<file path="config.mk">
export PLATFORM = sky130hd
export DESIGN_NAME = csv_row_field_tokenizer_flat
export DESIGN_NICKNAME = d
export VERILOG_FILES = /design/src/rtl/csvtok_pkg.sv /design/src/rtl/csvtok_in_if.sv /design/src/rtl/csvtok_out_if.sv /design/src/rtl/csvtok_dp.sv /design/src/rtl/csvtok_ctrl.sv /design/src/rtl/csv_row_field_tokenizer.sv /design/src/flat_wrapper.sv
export SDC_FILE = /design/constraint.sdc
export NUM_CORES = 1
export LEC_CHECK = 0
export ABC_CLOCK_PERIOD_IN_PS = 7000
export BUFFER_PORTS_ARGS = -buffer_cell sky130_fd_sc_hd__buf_2
export CAP_MARGIN = 0
export CORE_MARGIN = 2
export CORE_UTILIZATION = 55
export CTS_CLUSTER_SIZE = 30
export DETAILED_ROUTE_END_ITERATION = 8
export PLACE_DENSITY = 0.75
export SYNTH_ARGS = -nofsm -noshare
export SYNTH_HDL_FRONTEND = slang
export SYNTH_SLANG_ARGS = --single-unit
</file>
<file path="constraint.sdc">
create_clock -name clk -period 7 [get_ports clk]
set_clock_uncertainty 0.05 [all_clocks]
set_input_delay 0.35 -clock clk [delete_from_list [all_inputs] [get_ports clk]]
set_output_delay 0.35 -clock clk [all_outputs]
set_load 0.005 [all_outputs]
</file>
<file path="src/rtl/csvtok_pkg.sv">
`timescale 1ns / 1ps
// csv row field tokenizer: shared types, codes and character constants
// no dependencies; used by the controller, the datapath and the top level

package csvtok_pkg;

	// characters with a meaning to the parser
	localparam logic [7:0] CH_QUOTE = 8'h22;
	localparam logic [7:0] CH_COMMA = 8'h2C;
	localparam logic [7:0] CH_CR    = 8'h0D;
	localparam logic [7:0] CH_LF    = 8'h0A;

	// width of the column count register
	localparam int NUM_COL_W = 6;

	// field parser mode
	typedef enum logic [1:0] {
		MODE_START  = 2'd0,
		MODE_PLAIN  = 2'd1,
		MODE_QUOTED = 2'd2,
		MODE_AFTERQ = 2'd3
	} parse_mode_t;

	// controller states
	typedef enum logic [2:0] {
		ST_IDLE,
		ST_CR,
		ST_BYTE,
		ST_ROW_FIRST,
		ST_ROW_PAD
	} ctl_state_t;

	// datapath operations
	typedef enum logic [2:0] {
		OP_IDLE,
		OP_CR,
		OP_BYTE,
		OP_ROW_FIRST,
		OP_ROW_PAD
	} dp_op_t;

	// one result beat without its run marker
	typedef struct packed {
		logic [7:0] char_byte;
		logic       is_char;
		logic       field_done;
		logic       field_null;
		logic [4:0] column;
		logic       row_done;
	} result_t;

	// controller to datapath
	typedef struct packed {
		dp_op_t op;
		logic   accept;
	} dp_cmd_t;

	// datapath to controller
	typedef struct packed {
		logic in_cr_take;
		logic in_byte_take;
		logic in_row_end;
		logic byte_take;
		logic row_end;
		logic go;
		logic split;
		logic row_fin;
		logic flush_ok;
	} dp_status_t;

endpackage

</file>
<file path="src/rtl/csvtok_in_if.sv">
`timescale 1ns / 1ps
// csv row field tokenizer: input byte channel
// valid/ready handshake with the byte and the end-of-data flag

interface csvtok_in_if;
	logic       valid;
	logic       ready;
	logic [7:0] data_byte;
	logic       end_of_data;

	modport source (output valid, output data_byte, output end_of_data, input ready);
	modport sink (input valid, input data_byte, input end_of_data, output ready);
endinterface

</file>
<file path="src/rtl/csvtok_out_if.sv">
`timescale 1ns / 1ps
// csv row field tokenizer: result channel
// valid/ready handshake with one field content byte or field close per beat

interface csvtok_out_if;
	logic       valid;
	logic       ready;
	logic [7:0] char_byte;
	logic       is_char;
	logic       field_done;
	logic       field_null;
	logic [4:0] column;
	logic       row_done;
	logic       last_of_run;

	modport source (output valid, output char_byte, output is_char, output field_done,
		output field_null, output column, output row_done, output last_of_run,
		input ready);
	modport sink (input valid, input char_byte, input is_char, input field_done,
		input field_null, input column, input row_done, input last_of_run,
		output ready);
endinterface

</file>
<file path="src/rtl/csvtok_dp.sv">
`timescale 1ns / 1ps
// csv row field tokenizer datapath: parser state, column counter, result hold and output
// depends on csvtok_pkg and csvtok_out_if; driven by csvtok_ctrl commands

module csvtok_dp import csvtok_pkg::*; #(
	parameter int MAX_COLUMNS = 32
) (
	input  logic                 clk,
	input  logic                 arst_n,
	input  logic                 cfg_wr_en,
	input  logic [NUM_COL_W-1:0] cfg_wr_data,
	input  logic [7:0]           data_byte,
	input  logic                 end_of_data,
	input  dp_cmd_t              cmd,
	output dp_status_t           sts,
	csvtok_out_if.source         tx
);

	localparam int CW = $clog2(MAX_COLUMNS + 1);

	logic [NUM_COL_W-1:0] num_q;
	parse_mode_t          mode_q, mode_d;
	logic                 crp_q;
	logic                 rstart_q, rs_d;
	logic                 nonempty_q, ne_d;
	logic [CW-1:0]        col_q, col_d;
	logic                 byte_take_q, row_end_q;
	logic [7:0]           byte_q;
	result_t              h_q, out_q, res;
	logic                 h_v_q, out_v_q, out_last_q;

	logic [CW-1:0] nc, c_sel;
	logic [CW:0]   nc_x, col_inc, c_inc;
	logic [7:0]    tb;
	logic          tq, tc, col_lt_nc;
	logic          emit, split, fin_row, do_put, do_end;
	logic          work, go, slot_free, push_h, move_out, flush;

	// clamp the column count to 1..MAX_COLUMNS
	always_comb begin
		if (num_q == '0)
			nc = CW'(1);
		else if ({1'b0, num_q} > (NUM_COL_W + 1)'(MAX_COLUMNS))
			nc = CW'(MAX_COLUMNS);
		else
			nc = CW'(num_q);
	end

	assign nc_x      = {1'b0, nc};
	assign col_inc   = {1'b0, col_q} + (CW + 1)'(1);
	assign col_lt_nc = (col_q < nc);
	assign c_sel     = col_lt_nc ? col_q : (nc - CW'(1));
	assign c_inc     = {1'b0, c_sel} + (CW + 1)'(1);

	// byte under work: the held carriage return or the latched byte
	assign tb = (cmd.op == OP_CR) ? CH_CR : byte_q;
	assign tq = (tb == CH_QUOTE);
	assign tc = (tb == CH_COMMA);

	// one parser step: at most one result per cycle
	always_comb begin
		res     = '0;
		emit    = 1'b0;
		split   = 1'b0;
		fin_row = 1'b0;
		do_put  = 1'b0;
		do_end  = 1'b0;
		mode_d  = mode_q;
		rs_d    = rstart_q;
		ne_d    = nonempty_q;
		col_d   = col_q;
		case (cmd.op)
			OP_CR, OP_BYTE: begin
				rs_d = 1'b1;
				case (mode_q)
					MODE_START: begin
						if (tq) begin
							mode_d = MODE_QUOTED;
						end else if (tc) begin
							do_end = 1'b1;
						end else begin
							do_put = 1'b1;
							mode_d = MODE_PLAIN;
						end
					end
					MODE_PLAIN: begin
						if (tc)
							do_end = 1'b1;
						else
							do_put = 1'b1;
					end
					MODE_QUOTED: begin
						if (tq)
							mode_d = MODE_AFTERQ;
						else
							do_put = 1'b1;
					end
					MODE_AFTERQ: begin
						if (tq) begin
							do_put = 1'b1;
							mode_d = MODE_QUOTED;
						end else begin
							// other byte: close now; a byte other than a comma then starts a plain field
							do_end = 1'b1;
							split  = !tc;
						end
					end
					default: ;
				endcase
				if (do_put && col_lt_nc) begin
					emit          = 1'b1;
					res.char_byte = tb;
					res.is_char   = 1'b1;
					res.column    = 5'(col_q);
					ne_d          = 1'b1;
				end
				if (do_end) begin
					mode_d = MODE_START;
					if (col_inc < nc_x) begin
						emit           = 1'b1;
						res.field_done = 1'b1;
						res.field_null = !nonempty_q;
						res.column     = 5'(col_q);
						col_d          = col_inc[CW-1:0];
						ne_d           = 1'b0;
					end else begin
						col_d = nc;
					end
				end
			end
			OP_ROW_FIRST: begin
				if (rstart_q) begin
					emit           = 1'b1;
					res.field_done = 1'b1;
					res.field_null = !nonempty_q;
					res.column     = 5'(c_sel);
					res.row_done   = (c_inc >= nc_x);
					fin_row        = (c_inc >= nc_x);
					col_d          = c_inc[CW-1:0];
				end else begin
					fin_row = 1'b1;
				end
			end
			OP_ROW_PAD: begin
				emit           = 1'b1;
				res.field_done = 1'b1;
				res.field_null = 1'b1;
				res.column     = 5'(col_q);
				res.row_done   = (col_inc >= nc_x);
				fin_row        = (col_inc >= nc_x);
				col_d          = col_inc[CW-1:0];
			end
			default: ;
		endcase
		if (fin_row) begin
			mode_d = MODE_START;
			rs_d   = 1'b0;
			ne_d   = 1'b0;
			col_d  = '0;
		end
	end

	// hold and output slot control
	assign slot_free = !out_v_q || tx.ready;
	assign work      = (cmd.op != OP_IDLE);
	assign go        = !(emit && h_v_q) || slot_free;
	assign push_h    = work && go && emit;
	assign move_out  = push_h && h_v_q;
	assign flush     = (cmd.op == OP_IDLE) && h_v_q && slot_free;

	// status to the controller
	always_comb begin
		sts.in_cr_take   = crp_q && (data_byte != CH_LF);
		sts.in_byte_take = (data_byte != CH_LF) && (data_byte != CH_CR);
		sts.in_row_end   = (data_byte == CH_LF) || end_of_data;
		sts.byte_take    = byte_take_q;
		sts.row_end      = row_end_q;
		sts.go           = go;
		sts.split        = split;
		sts.row_fin      = fin_row;
		sts.flush_ok     = !h_v_q || slot_free;
	end

	// control and parser state
	always_ff @(posedge clk or negedge arst_n) begin
		if (!arst_n) begin
			num_q       <= NUM_COL_W'(1);
			mode_q      <= MODE_START;
			crp_q       <= 1'b0;
			rstart_q    <= 1'b0;
			nonempty_q  <= 1'b0;
			col_q       <= '0;
			byte_take_q <= 1'b0;
			row_end_q   <= 1'b0;
			h_v_q       <= 1'b0;
			out_v_q     <= 1'b0;
		end else begin
			if (cfg_wr_en)
				num_q <= cfg_wr_data;
			if (cmd.accept) begin
				crp_q       <= (data_byte == CH_CR) && !end_of_data;
				byte_take_q <= sts.in_byte_take;
				row_end_q   <= sts.in_row_end;
			end
			if (work && go) begin
				mode_q     <= mode_d;
				rstart_q   <= rs_d;
				nonempty_q <= ne_d;
				col_q      <= col_d;
			end
			if (push_h)
				h_v_q <= 1'b1;
			else if (flush)
				h_v_q <= 1'b0;
			if (move_out || flush)
				out_v_q <= 1'b1;
			else if (tx.ready)
				out_v_q <= 1'b0;
		end
	end

	// payload registers
	always_ff @(posedge clk) begin
		if (cmd.accept)
			byte_q <= data_byte;
		if (push_h)
			h_q <= res;
		if (move_out || flush) begin
			out_q      <= h_q;
			out_last_q <= flush;
		end
	end

	// result channel
	assign tx.valid       = out_v_q;
	assign tx.char_byte   = out_q.char_byte;
	assign tx.is_char     = out_q.is_char;
	assign tx.field_done  = out_q.field_done;
	assign tx.field_null  = out_q.field_null;
	assign tx.column      = out_q.column;
	assign tx.row_done    = out_q.row_done;
	assign tx.last_of_run = out_last_q;

endmodule

</file>
<file path="src/rtl/csvtok_ctrl.sv">
`timescale 1ns / 1ps
// csv row field tokenizer controller: sequences the steps for one input beat
// depends on csvtok_pkg; commands csvtok_dp

module csvtok_ctrl import csvtok_pkg::*; (
	input  logic       clk,
	input  logic       arst_n,
	input  logic       rx_valid,
	output logic       rx_ready,
	input  dp_status_t sts,
	output dp_cmd_t    cmd
);

	ctl_state_t state_q, state_d;

	// state register
	always_ff @(posedge clk or negedge arst_n) begin
		if (!arst_n)
			state_q <= ST_IDLE;
		else
			state_q <= state_d;
	end

	// next state and commands
	always_comb begin
		state_d    = state_q;
		rx_ready   = 1'b0;
		cmd.op     = OP_IDLE;
		cmd.accept = 1'b0;
		case (state_q)
			ST_IDLE: begin
				rx_ready   = sts.flush_ok;
				cmd.accept = sts.flush_ok && rx_valid;
				if (cmd.accept) begin
					if (sts.in_cr_take)
						state_d = ST_CR;
					else if (sts.in_byte_take)
						state_d = ST_BYTE;
					else if (sts.in_row_end)
						state_d = ST_ROW_FIRST;
				end
			end
			ST_CR: begin
				cmd.op = OP_CR;
				if (sts.go && !sts.split) begin
					if (sts.byte_take)
						state_d = ST_BYTE;
					else if (sts.row_end)
						state_d = ST_ROW_FIRST;
					else
						state_d = ST_IDLE;
				end
			end
			ST_BYTE: begin
				cmd.op = OP_BYTE;
				if (sts.go && !sts.split)
					state_d = sts.row_end ? ST_ROW_FIRST : ST_IDLE;
			end
			ST_ROW_FIRST: begin
				cmd.op = OP_ROW_FIRST;
				if (sts.go)
					state_d = sts.row_fin ? ST_IDLE : ST_ROW_PAD;
			end
			ST_ROW_PAD: begin
				cmd.op = OP_ROW_PAD;
				if (sts.go && sts.row_fin)
					state_d = ST_IDLE;
			end
			default: begin
				state_d = ST_IDLE;
			end
		endcase
	end

endmodule

</file>
<file path="src/rtl/csv_row_field_tokenizer.sv">
`timescale 1ns / 1ps
// csv row field tokenizer top level: controller plus datapath
// depends on csvtok_pkg, csvtok_in_if, csvtok_out_if, csvtok_ctrl, csvtok_dp
//
//   channel | dir | carries
//   rx      | in  | data_byte, end_of_data
//   tx      | out | char_byte, is_char, field_done, field_null, column, row_done, last_of_run
//   cfg     | in  | cfg_wr_en, cfg_wr_data (num_columns)
//
// a beat is taken in the idle cycle, then one parser step runs per cycle:
// a held carriage return is worked before an ordinary byte, and a byte
// after a closing quote is worked again when it opens a plain field; a row
// end closes the open field of a started row, then pads each missing column. the controller sets this order.
// results wait in a hold register and an output register; tx stalls
// hold the sequencer. arst_n clears all control state, no clearing pass.

module csv_row_field_tokenizer import csvtok_pkg::*; #(
	parameter int MAX_COLUMNS = 32
) (
	input  logic                 clk,
	input  logic                 arst_n,
	input  logic                 cfg_wr_en,
	input  logic [NUM_COL_W-1:0] cfg_wr_data,
	csvtok_in_if.sink            rx,
	csvtok_out_if.source         tx
);

	dp_cmd_t    cmd;
	dp_status_t sts;

	// step sequencer
	csvtok_ctrl u_ctrl (
		.clk      (clk),
		.arst_n   (arst_n),
		.rx_valid (rx.valid),
		.rx_ready (rx.ready),
		.sts      (sts),
		.cmd      (cmd)
	);

	// parser state and result path
	csvtok_dp #(
		.MAX_COLUMNS (MAX_COLUMNS)
	) u_dp (
		.clk         (clk),
		.arst_n      (arst_n),
		.cfg_wr_en   (cfg_wr_en),
		.cfg_wr_data (cfg_wr_data),
		.data_byte   (rx.data_byte),
		.end_of_data (rx.end_of_data),
		.cmd         (cmd),
		.sts         (sts),
		.tx          (tx)
	);

endmodule

</file>
<file path="src/flat_wrapper.sv">
// flat-port wrapper written by rule: the top's interface ports become plain ports
module csv_row_field_tokenizer_flat import csvtok_pkg::*;
#(
	parameter int MAX_COLUMNS = 32
)
  (clk, arst_n, cfg_wr_en, cfg_wr_data, rx_valid, rx_data_byte, rx_end_of_data, rx_ready, tx_valid, tx_char_byte, tx_is_char, tx_field_done, tx_field_null, tx_column, tx_row_done, tx_last_of_run, tx_ready);
  csvtok_in_if rx_i ();
  csvtok_out_if tx_i ();
  input  logic clk;
  input  logic arst_n;
  input  logic cfg_wr_en;
  input  logic [NUM_COL_W-1:0] cfg_wr_data;
  input wire logic [$bits(rx_i.valid)-1:0] rx_valid;
  input wire logic [$bits(rx_i.data_byte)-1:0] rx_data_byte;
  input wire logic [$bits(rx_i.end_of_data)-1:0] rx_end_of_data;
  output wire logic [$bits(rx_i.ready)-1:0] rx_ready;
  output wire logic [$bits(tx_i.valid)-1:0] tx_valid;
  output wire logic [$bits(tx_i.char_byte)-1:0] tx_char_byte;
  output wire logic [$bits(tx_i.is_char)-1:0] tx_is_char;
  output wire logic [$bits(tx_i.field_done)-1:0] tx_field_done;
  output wire logic [$bits(tx_i.field_null)-1:0] tx_field_null;
  output wire logic [$bits(tx_i.column)-1:0] tx_column;
  output wire logic [$bits(tx_i.row_done)-1:0] tx_row_done;
  output wire logic [$bits(tx_i.last_of_run)-1:0] tx_last_of_run;
  input wire logic [$bits(tx_i.ready)-1:0] tx_ready;
  assign rx_i.valid = rx_valid;
  assign rx_i.data_byte = rx_data_byte;
  assign rx_i.end_of_data = rx_end_of_data;
  assign rx_ready = rx_i.ready;
  assign tx_valid = tx_i.valid;
  assign tx_char_byte = tx_i.char_byte;
  assign tx_is_char = tx_i.is_char;
  assign tx_field_done = tx_i.field_done;
  assign tx_field_null = tx_i.field_null;
  assign tx_column = tx_i.column;
  assign tx_row_done = tx_i.row_done;
  assign tx_last_of_run = tx_i.last_of_run;
  assign tx_i.ready = tx_ready;
  csv_row_field_tokenizer #(.MAX_COLUMNS(MAX_COLUMNS)) u_core (.clk(clk), .arst_n(arst_n), .cfg_wr_en(cfg_wr_en), .cfg_wr_data(cfg_wr_data), .rx(rx_i), .tx(tx_i));
endmodule
</file>
# ---- Word level (Yosys, flattened, before mapping)
# Cells that the tools add are included.
dict set report totals {
  regBits 67
  inputBits 20
  output_inout_bits 20
  wordCells 172
}
dict set report op_classes {
  n_eq_ne 28
  add_sub_neg 3
  magnitude_cmp 5
  n_reduce_logical 41
  n_mux 70
}
# operator count
set ops {}
lappend ops {{$mux W6} 7}
lappend ops {{$mux W1} 30}
lappend ops {{$mux W3} 9}
lappend ops {{$pmux W7 S3} 1}
lappend ops {{$mux W2} 9}
lappend ops {{$pmux W6 S3} 1}
lappend ops {{$eq A8 B4 Y1 const B} 2}
lappend ops {{$eq A8 B6 Y1 const B} 2}
lappend ops {{$mux W8} 2}
lappend ops {{$ne A8 B4 Y1 const B} 2}
lappend ops {{$pmux W3 S5} 1}
lappend ops {{$add A6 B1 Y7 const B} 2}
lappend ops {{$ge A7 B6 Y1} 2}
lappend ops {{$mux W7} 2}
lappend ops {{$logic_and A1 B1 Y1} 13}
lappend ops {{$eq A3 B2 Y1 const B} 4}
lappend ops {{$pmux W3 S4} 1}
lappend ops {{$reduce_and A6 Y1} 2}
lappend ops {{$ne A2 B2 Y1 const B} 5}
lappend ops {{$ne A4 B4 Y1 const B} 2}
lappend ops {{$logic_not A1 Y1} 7}
lappend ops {{$lt A7 B6 Y1} 1}
lappend ops {{$eq A3 B1 Y1 const B} 2}
lappend ops {{$eq A3 B3 Y1 const B} 2}
lappend ops {{24 further kinds} 36}

# ---- Logic depth before layout (Yosys ltp)
# Gate-level depths: netlist (run 1).
dict set report depth {
  word_depth 22
  depth_mapped 23
}

# ---- Modules after synthesis
# A second synthesis (run 1) with hierarchy kept.
dict set report unflattened {
  hier_cells 345
  hier_area_um2 3891.2
}
# module instances cells_per_inst seq_area_each_um2 area_each_um2
set by_module_without_submodules {}
lappend by_module_without_submodules {csvtok_dp 1 309 1818.0 3570.9}
lappend by_module_without_submodules {csvtok_ctrl 1 36 75.1 320.3}

# ---- Least setup slack after synthesis (run 1)
# OpenSTA, ideal clock, no wires.
dict set report synth_path {
  path_type {flip-flop to flip-flop}
  startpoint {register u_core.u_dp.num_q[4]}
  endpoint {register u_core.u_dp.nonempty_q}
  path_slack_ps 2663
  synth_period_minus_slack_ps 4337
  path_buffers 2
  setup_time_ps 122
  arrival_time_ps 4165
  stages_incl_launch_ff 23
  cell_sequence {dfrtp_1 nor3_1 nand2b_1 a21oi_1 ha_1 nor2b_1 o31ai_1 a21oi_2 clkbuf_1 a21oi_1 ha_1 nand3_1 xnor2_1 nor2_1 a21oi_1 ha_1 o2111ai_1 o211ai_1 o21ai_0 nand2_1 clkbuf_1 o21ai_0 a32o_1}
}
dict set report synth_via {
  elab_chain_cells 14
  elab_cells_between_ends 29
  cone_classes {2 x add/sub; 5 x order compare; 14 x mux; 8 x reduce/logical}
}
# element line
set synth_lines {}
lappend synth_lines {{start: declaration} csvtok_dp.sv:21} ;# logic [NUM_COL_W-1:0] num_q;
lappend synth_lines {{start signal: assignment} csvtok_dp.sv:199} ;# num_q <= cfg_wr_data;
lappend synth_lines {{$gt A6 B6 Y1} csvtok_dp.sv:43} ;# else if ({1'b0, num_q} > (NUM_COL_W + 1)'(MAX_COLUMNS))
lappend synth_lines {{$mux W6} csvtok_dp.sv:43}
lappend synth_lines {{$mux W6 (*)} csvtok_dp.sv:41} ;# if (num_q == '0)
lappend synth_lines {{parallel branches: the longest is 11 deep, another holds $add A6 B1 Y7} n/a}
lappend synth_lines {{end signal: assignment} csvtok_dp.sv:208} ;# nonempty_q <= ne_d;
lappend synth_lines {{end: declaration} csvtok_dp.sv:25} ;# logic nonempty_q, ne_d;
# Every way passes the cells marked *. The select of a mux whose other input is x is not followed.
# A chain may end at the register's enable or synchronous reset.

# ---- Worst setup path in the final report (run 1)
dict set report layout_path {
  startpoint {register u_core.u_dp.num_q[4]}
  endpoint {register u_core.u_dp.col_q[0]}
}
dict set report layout_via {
  elab_chain_cells 14
  elab_cells_between_ends 31
  cone_classes {2 x add/sub; 5 x order compare; 2 x eq/ne; 14 x mux; 8 x reduce/logical}
}
# element line
set layout_lines {}
lappend layout_lines {{$gt A6 B6 Y1} csvtok_dp.sv:43}
lappend layout_lines {{$mux W6} csvtok_dp.sv:43}
lappend layout_lines {{$mux W6 (*)} csvtok_dp.sv:41}
lappend layout_lines {{parallel branches: the longest is 11 deep, another holds $add A6 B1 Y7} n/a}
lappend layout_lines {{end signal: assignment} csvtok_dp.sv:209} ;# col_q <= col_d;
lappend layout_lines {{end: declaration} csvtok_dp.sv:26} ;# logic [CW-1:0] col_q, col_d;
# Marked as above.

==> results.json, run 1 <==
{
  "achievable-frequency_mhz": 205,
  "start_util": 0.566,
  "design.die.area_mm2": 0.00767,
  "p_leak_uw": 0.00171,
  "drc": 0,
  "core-area_mm2": 0.00679,
  "min-delay-path-class": "in -> reg",
  "post-dp-hpwl_um": 6180,
  "pwr_dens_mw_per_mm2": 498,
  "cts_setup_buffers": 0,
  "number_of_warnings_printed_during_yosys_synthesis": 0,
  "grt_pass1_vias": 2772,
  "period_needed_ns": 4.88,
  "worst_setup_path_class": "reg -> reg",
  "grt_first_pass_wirelength_um": 13800,
  "most_frequent_standard_cell_in_the_layout_excluding_fill_and_tap_cells": "edfxtp_1",
  "post_layout_nonfiller_instances": 497,
  "detailedRoute.firstPassIterationCount": 6,
  "synth.area.top_cells": "edfxtp_1, dfrtp_1, ha_1, nand2_1, o21ai_0",
  "diodes": 0,
  "worst_setup_path_start_kind": "flip-flop",
  "most-common-layout-cells": "edfxtp_1, buf_2, nand2_1",
  "dr_total_vias": 3018,
  "end_kind": "flip-flop",
  "final-max-slew-violation-count": 0,
  "num-fill-cells": 545,
  "synth.yosys.seq_area_share": 0.493,
  "synthToLayoutAreaGrowth_pct": 12.7,
  "synth_top_area_cell": "edfxtp_1",
  "place_inst": 480,
  "antenna_found_initial": 0,
  "clk_transition_reported_paths_ns": 0.08,
  "htree_num_levels": 3,
  "drv_cap": 0,
  "max-vdd-ir-drop_v": 0.000304,
  "worst-endpoint-arrival_ns": 5.11,
  "relSlewSlack": 0.405,
  "die_width_um": 87.6,
  "clock_path_buffers": 2,
  "portBuffers": 39,
  "cts_inserted_buffers": 9,
  "clock_sink_count": 67,
  "gr-usage-all-layers": 0.238,
  "clock_tree_from_tritoncts": "built",
  "wl_um": 8250,
  "post_route_cells_drive_above_1_share": 0.197,
  "synth-seq-cells": 67,
  "io-pin-count": 40,
  "post_drt_wl_per_cell_um": 16.6,
  "clkLatencyLatePin_ns": 0.35,
  "syn-mean-instance-area_um2": 10.9,
  "via_density_per_instance": 6.07,
  "sum_neg_setup_slack_ns": 0,
  "gp_congestion": 0.878,
  "finalHoldViolCount": 0,
  "mappedNetlistArea_mm2": 0.00384,
  "postSynthCellCount": 353,
  "yosysUniqueCellTypes": 61,
  "grt_start_max_net_pins": 25,
  "grt.overflow.total": 0,
  "die_h_um": 87.6,
  "synth_flop_cell": "edfxtp_1",
  "cts.root.buffer_cell": "clkbuf_8",
  "placementRows": 30,
  "synthDominantCellAreaShare": 0.336,
  "worst_ep_required_time_ns": 7.24,
  "fin_nets": 437,
  "synth_edf_count": 43,
  "first_iter_violations": 271,
  "antenna_left": 0,
  "postSynthNetCount": 394,
  "setup_viol": 0,
  "max_slew.worst_pin.slew_ns": 0.892,
  "async_flop_share": 0.358,
  "timing.final.crit_share": 0.697,
  "grt_setup_unrepaired": "no",
  "outcome": "finished clean",
  "crit_path_max_fanout": 19
}
## sequential cells by signal (all words and copies together), names as in the netlist
signal                      flops
u_core.u_dp.tx.valid            1
u_core.u_dp.mode_q              2
u_core.u_dp.num_q               6
u_core.u_dp.tx.row_done         1
u_core.u_dp.h_q                17
u_core.u_dp.col_q               6
u_core.u_dp.nonempty_q          1
u_core.u_dp.tx.is_char          1
u_core.u_dp.rstart_q            1
u_core.u_dp.byte_q              8
u_core.u_dp.crp_q               1
u_core.u_ctrl.state_q           3
u_core.u_dp.row_end_q           1
u_core.u_dp.tx.field_done       1
u_core.u_dp.tx.last_of_run      1
u_core.u_dp.tx.field_null       1
u_core.u_dp.h_v_q               1
u_core.u_dp.tx.column           5
u_core.u_dp.byte_take_q         1
u_core.u_dp.tx.char_byte        8
## worst paths after layout
kind	slack, ns	end	depth (start not counted)	startpoint
max in group asynchronous	6.05	u_core.u_dp.tx.valid$_DFFE_PN0P_	2	arst_n
min reg2reg	0.37	u_core.u_dp.tx.column[1]$_DFFE_PP_	0	u_core.u_dp.h_q[2]$_DFFE_PP_
min	0.14	u_core.u_dp.byte_q[7]$_DFFE_PP_	1	rx_data_byte[7]
max reg2reg	2.12	u_core.u_dp.col_q[0]$_DFFE_PN0P_	20	u_core.u_dp.num_q[4]$_DFFE_PN0P_
min in group asynchronous	0.48	u_core.u_dp.num_q[2]$_DFFE_PN0P_	2	arst_n
max	2.12	u_core.u_dp.col_q[0]$_DFFE_PN0P_	20	u_core.u_dp.num_q[4]$_DFFE_PN0P_
## final cells by class
type | instances | area (µm²) | share of cell area
clock buffers | 9 | 124 | 0.0286
clock inverters | 7 | 75.1 | 0.0173
inverters | 14 | 52.6 | 0.0121
multi-input cells | 262 | 1850 | 0.427
flip-flops and latches | 67 | 1890 | 0.437
well taps | 96 | 120 | 0.0277
repair buffers | 42 | 220 | 0.0508
## worst max-delay path, stage by stage (launching register included)
cell and delay (ns):
dfrtp_1 0.43, nor3_1 0.25, nand2b_1 0.08, a21oi_1 0.53, ha_1 0.26, nor2b_1 0.05
o31ai_1 0.24, a21oi_2 0.28, a21oi_1 0.31, ha_1 0.29, nand3_1 0.12, xnor2_1 0.16
nor2_1 0.05, a21oi_1 0.19, ha_1 0.25, o2111ai_1 0.09, o211ai_1 0.15, o21ai_0 0.24
nand2_1 0.31, o31ai_1 0.32, o22a_1 0.17
## per-stage QoR
step / hold WS (ns) / cell area, µm² / util / worst slack (ns) / total power [µW]
floorplan: 0.00441 / 3840 / - / 2.66 / 1540
global placement: 0.316 / 4120 / 0.607 / 2.29 / 1810
detailed placement: 0.329 / 4120 / 0.607 / 2.13 / 1830
CTS: 0.131 / 4330 / 0.638 / 2.09 / 2160
global route: 0.136 / 4330 / 0.638 / 1.50 / 2330
finish: 0.141 / 4330 / 0.638 / 2.12 / 2160
## metal layers
layer | vias up | wire (µm) | part of all wire | global-route usage
met5 | - | 0 | 0 | 0
met4 | 0 | 134 | 0.016 | 0.0769
met3 | 18 | 544 | 0.066 | 0.0594
met2 | 130 | 3800 | 0.46 | 0.361
met1 | 1438 | 3770 | 0.46 | 0.337
li1 | 1432 | - | - | -
## logic make-up (layout without fill, tap and decap cells)
group | Yosys count | after routing | share of synthesized area
buf+inv | 24 | 72 | 0.0267
mux | 7 | 7 | 0.0195
compound gates | 103 | 103 | 0.206
flops | 67 | 67 | 0.493
xor+xnor | 10 | 10 | 0.0228
simple gates | 121 | 121 | 0.164
fa+ha+maj | 21 | 21 | 0.0684
## report_power, final
group	internal, µW	switching [µW]	leakage (µW)
clock	166	155	0.0000923
combinational	411	631	0.000919
sequential	663	132	0.000700
## cell usage after synthesis (3+ instances only)
library cell,instances
mux2i_1,3
nor3_1,9
nand2_1,38
and3_1,3
a32o_1,6
a21o_1,7
nor2b_1,6
mux2_2,4
nand3_1,8
o2bb2ai_1,4
xnor2_1,7
o21a_1,6
o31ai_2,4
o2bb2ai_2,3
nand2b_1,4
a22o_1,3
clkbuf_1,6
nor2_1,23
a21oi_1,17
nor3b_1,7
nor4_1,5
edfxtp_1,43
a31oi_1,3
or2_2,3
inv_1,13
o21bai_1,4
o21ai_0,23
xor2_1,3
o31ai_1,4
dfrtp_1,23
ha_1,21
and2_1,6
## repair_timing
| item | CTS | global route |
|---|---|---|
| gates resized for setup | 0 | 0 |
| endpoints found under the setup margin | 0 | 0 |
| endpoints found under the hold margin | 23 | 0 |
| hold buffers | 1 | 0 |
(Power assumes the default switching activity.)
==> run 2, diff against run 1 <==
Settings changed: ABC_AREA from default to 1, ABC_CLOCK_PERIOD_IN_PS 7000 to 4390, CORE_UTILIZATION 55 to 54, PLACE_DENSITY 0.75 to 0.77.
Clock period 7 ns to 4.39 ns, I/O delays scaled along.
==> run 2 against run 1 <==
First-iteration DRC count up 2.6%. Sequential cell count unchanged. Global-route usage down 0.83 points. Core utilization up 1.2 points. Cell count up 24%. Non-clock buffer count up 21. Die area up 4.2%. Register-to-register slack worse by 1.9 ns. Critical path depth up 7. Largest power group unchanged. Highest routed layer unchanged.
==> results.json, run 2 <==
{
  "core-area_mm2": 0.00718,
  "async_flop_share": 0.358,
  "pwr_dens_mw_per_mm2": 812,
  "place_inst": 598,
  "io-pin-count": 40,
  "synthDominantCellAreaShare": 0.328,
  "gr-usage-all-layers": 0.229,
  "detailedRoute.firstPassIterationCount": 5,
  "synth.yosys.seq_area_share": 0.481,
  "diodes": 0,
  "outcome": "finished clean",
  "die_h_um": 89.4,
  "clock_path_buffers": 2,
  "clkLatencyLatePin_ns": 0.35,
  "finalHoldViolCount": 0,
  "grt_first_pass_wirelength_um": 13900,
  "post_drt_wl_per_cell_um": 13.9,
  "synthTopCellsByCount": "nand2_1, inv_1, edfxtp_1",
  "relSlewSlack": 0.478,
  "number_of_warnings_printed_during_yosys_synthesis": 0,
  "most-common-layout-cells": "nand2_1, inv_1, edfxtp_1",
  "via_density_per_instance": 5.34,
  "dr_total_vias": 3300,
  "antenna_left": 0,
  "antenna_found_initial": 0,
  "drv_cap": 0,
  "hold_slack_ns": 0.0124,
  "largest_register_ff_count": 17,
  "period_needed_ns": 4.14,
  "end_kind": "flip-flop",
  "final-max-slew-violation-count": 0,
  "num-fill-cells": 580,
  "design.die.area_mm2": 0.00799,
  "sum_neg_setup_slack_ns": 0,
  "worst_path_dominant_cell_family": "simple AND/OR/NAND/NOR gates",
  "max_slew.worst_pin.slew_ns": 0.779,
  "share_of_total_power_in_the_clock_network": 0.143,
  "post_route_cells_drive_above_1_share": 0.239,
  "final_core_utilization": 0.650,
  "synth_top_area_cell": "edfxtp_1",
  "first_iter_violations": 278,
  "grt_start_max_net_pins": 25,
  "net-switching-power_uw": 1680,
  "postSynthNetCount": 485,
  "timing.final.crit_share": 0.943,
  "p_leak_uw": 0.00224,
  "clock_sink_count": 67,
  "worst-endpoint-arrival_ns": 4.38,
  "power.sequential.fraction": 0.313,
  "syn-mean-instance-area_um2": 8.87,
  "grt.overflow.total": 0,
  "worst_setup_path_class": "reg -> reg",
  "grt_pass1_vias": 3048,
  "post-dp-hpwl_um": 6640,
  "min-delay-path-class": "in -> reg",
  "most_frequent_standard_cell_in_the_layout_excluding_fill_and_tap_cells": "nand2_1",
  "synth.area.top_cells": "edfxtp_1, dfrtp_1, nand2_1, ha_1, inv_1",
  "path_common_cell": "nand2_1",
  "clk_transition_reported_paths_ns": 0.08,
  "post_layout_nonfiller_instances": 618,
  "cts.root.buffer_cell": "clkbuf_8",
  "power.share.switching": 0.445,
  "synth_edf_count": 43,
  "worst_ep_required_time_ns": 4.63,
  "clock_tree_from_tritoncts": "built",
  "postSynthCellCount": 444,
  "gate_power_share": 0.544,
  "wl_um": 8570,
  "drc": 0,
  "achievable-frequency_mhz": 242,
  "gp_congestion": 1.00,
  "worst-path-buf-inv": 5,
  "max-vdd-ir-drop_v": 0.000379,
  "synth-seq-cells": 67,
  "yosysUniqueCellTypes": 43,
  "crit_path_max_fanout": 6,
  "critical-path-slowest-cell": "dfstp_2",
  "synthToLayoutAreaGrowth_pct": 18.4,
  "intPower_uw": 2100,
  "synth_flop_cell": "edfxtp_1",
  "worst_setup_path_start_kind": "flip-flop",
  "cts_inserted_buffers": 9,
  "start_util": 0.549,
  "mappedNetlistArea_mm2": 0.00394,
  "timing.critical_path.slowest_cell_delay_ns": 0.54,
  "post-synth-top-count-cell": "nand2_1",
  "fin_nets": 555,
  "portBuffers": 39,
  "largest_register_by_flop_count": "u_core.u_dp.h_q",
  "die_width_um": 89.4,
  "htree_num_levels": 3,
  "placementRows": 31,
  "setup_viol": 0
}
[run 2: changes by cell type after synthesis, moves of 6 or more]
cell	before	now
nand4_1	1	10
nor3b_1	7	0
nand2_2	0	10
nand2_1	38	96
nand3_1	8	22
nor2_1	23	37
xnor2_1	7	0
inv_1	13	67
nor2b_1	6	0
o21a_1	6	0
o21ai_2	0	7
[run 2: final cells by class]
cell class / instances / area [µm²] / share of cell area
flip-flops and latches: 67 / 1890 / 0.406
multi-input cells: 302 / 1790 / 0.384
repair buffers: 63 / 380 / 0.0816
inverters: 71 / 267 / 0.0572
clock buffers: 9 / 124 / 0.0266
well taps: 99 / 124 / 0.0266
clock inverters: 7 / 82.6 / 0.0177
[run 2: metal layers]
metal	routed length [µm]	up-vias	track usage	part of all wire
met5	0	-	0	0
met4	258	0	0.0882	0.030
met3	501	25	0.0397	0.058
met2	4050	122	0.372	0.47
met1	3760	1511	0.309	0.44
li1	-	1642	-	-
[run 2: cells by family (layout without fill, tap and decap cells)]
kind of cell	after synthesis	after routing	share of synthesized area
adders and majority gates	21	21	0.0667
AOI/OAI and AO/OA	75	75	0.121
xor gates and xnor gates	5	5	0.0111
and+or+nand+nor	199	199	0.240
buffers and inverters	75	150	0.0753
muxes	2	2	0.00572
DFF	67	67	0.481
[run 2: final timing paths]
check / endpoint / startpoint / slack [ns] / cells after the start
max: u_core.u_dp.mode_q[0]$_DFFE_PN0P_ / u_core.u_dp.num_q[0]$_DFFE_PN1P_ / 0.25 / 27
min: u_core.u_dp.byte_q[1]$_DFFE_PP_ / rx_data_byte[1] / 0.01 / 1
max reg2reg: u_core.u_dp.mode_q[0]$_DFFE_PN0P_ / u_core.u_dp.num_q[0]$_DFFE_PN1P_ / 0.25 / 27
min reg2reg: u_core.u_dp.tx.column[3]$_DFFE_PP_ / u_core.u_dp.h_q[4]$_DFFE_PP_ / 0.37 / 0
max in group asynchronous: u_core.u_dp.nonempty_q$_DFFE_PN0P_ / arst_n / 3.57 / 2
min in group asynchronous: u_core.u_dp.col_q[2]$_DFFE_PN0P_ / arst_n / 0.34 / 2
[run 2: power groups by stage]
stage	Combinational, µW	Sequential (µW)	Clock [µW]
finish	2060	1190	540
global route	2320	1220	571
CTS	1940	1190	546
detailed placement	1930	1200	0
global placement	1870	1190	0
floorplan	1350	1200	0
[run 2: timing repair]
action | 4_1_cts | 5_1_grt
endpoints found under the hold margin | 24 | 0
hold buffers | 2 | 0
buffers inserted | 0 | 2
pin swaps | 0 | 4
gates resized for setup | 1 | 12
endpoints found under the setup margin | 1 | 14
[run 2: worst reg2reg max path: stages (launching register included)]
cell	delay, ns
dfstp_2	0.54
nor2_1	0.05
nand3_1	0.07
nand2_1	0.05
nand2_1	0.08
inv_1	0.09
ha_1	0.19
o21bai_1	0.13
nand2_1	0.11
nand3_4	0.11
inv_2	0.07
o21ai_2	0.16
ha_1	0.19
inv_1	0.08
nor2_4	0.15
nand3_1	0.10
nand2_1	0.12
inv_1	0.06
ha_1	0.29
a21o_1	0.17
a221oi_2	0.30
nand3_1	0.18
nand2_2	0.13
nand2_1	0.09
buf_4	0.18
nor2_1	0.11
nand4_1	0.15
nand2_1	0.10
[run 2: stage by stage]
| step | setup slack [ns] | area, µm² | total power, µW |
|---|---|---|---|
| after detailed placement | 0.0390 | 4380 | 3130 |
| after global routing | -0.0361 | 4660 | 4110 |
| after floorplan | 0.378 | 3940 | 2550 |
| after CTS | 0.0277 | 4600 | 3680 |
| after global placement | 0.193 | 4380 | 3060 |
| final | 0.252 | 4660 | 3790 |
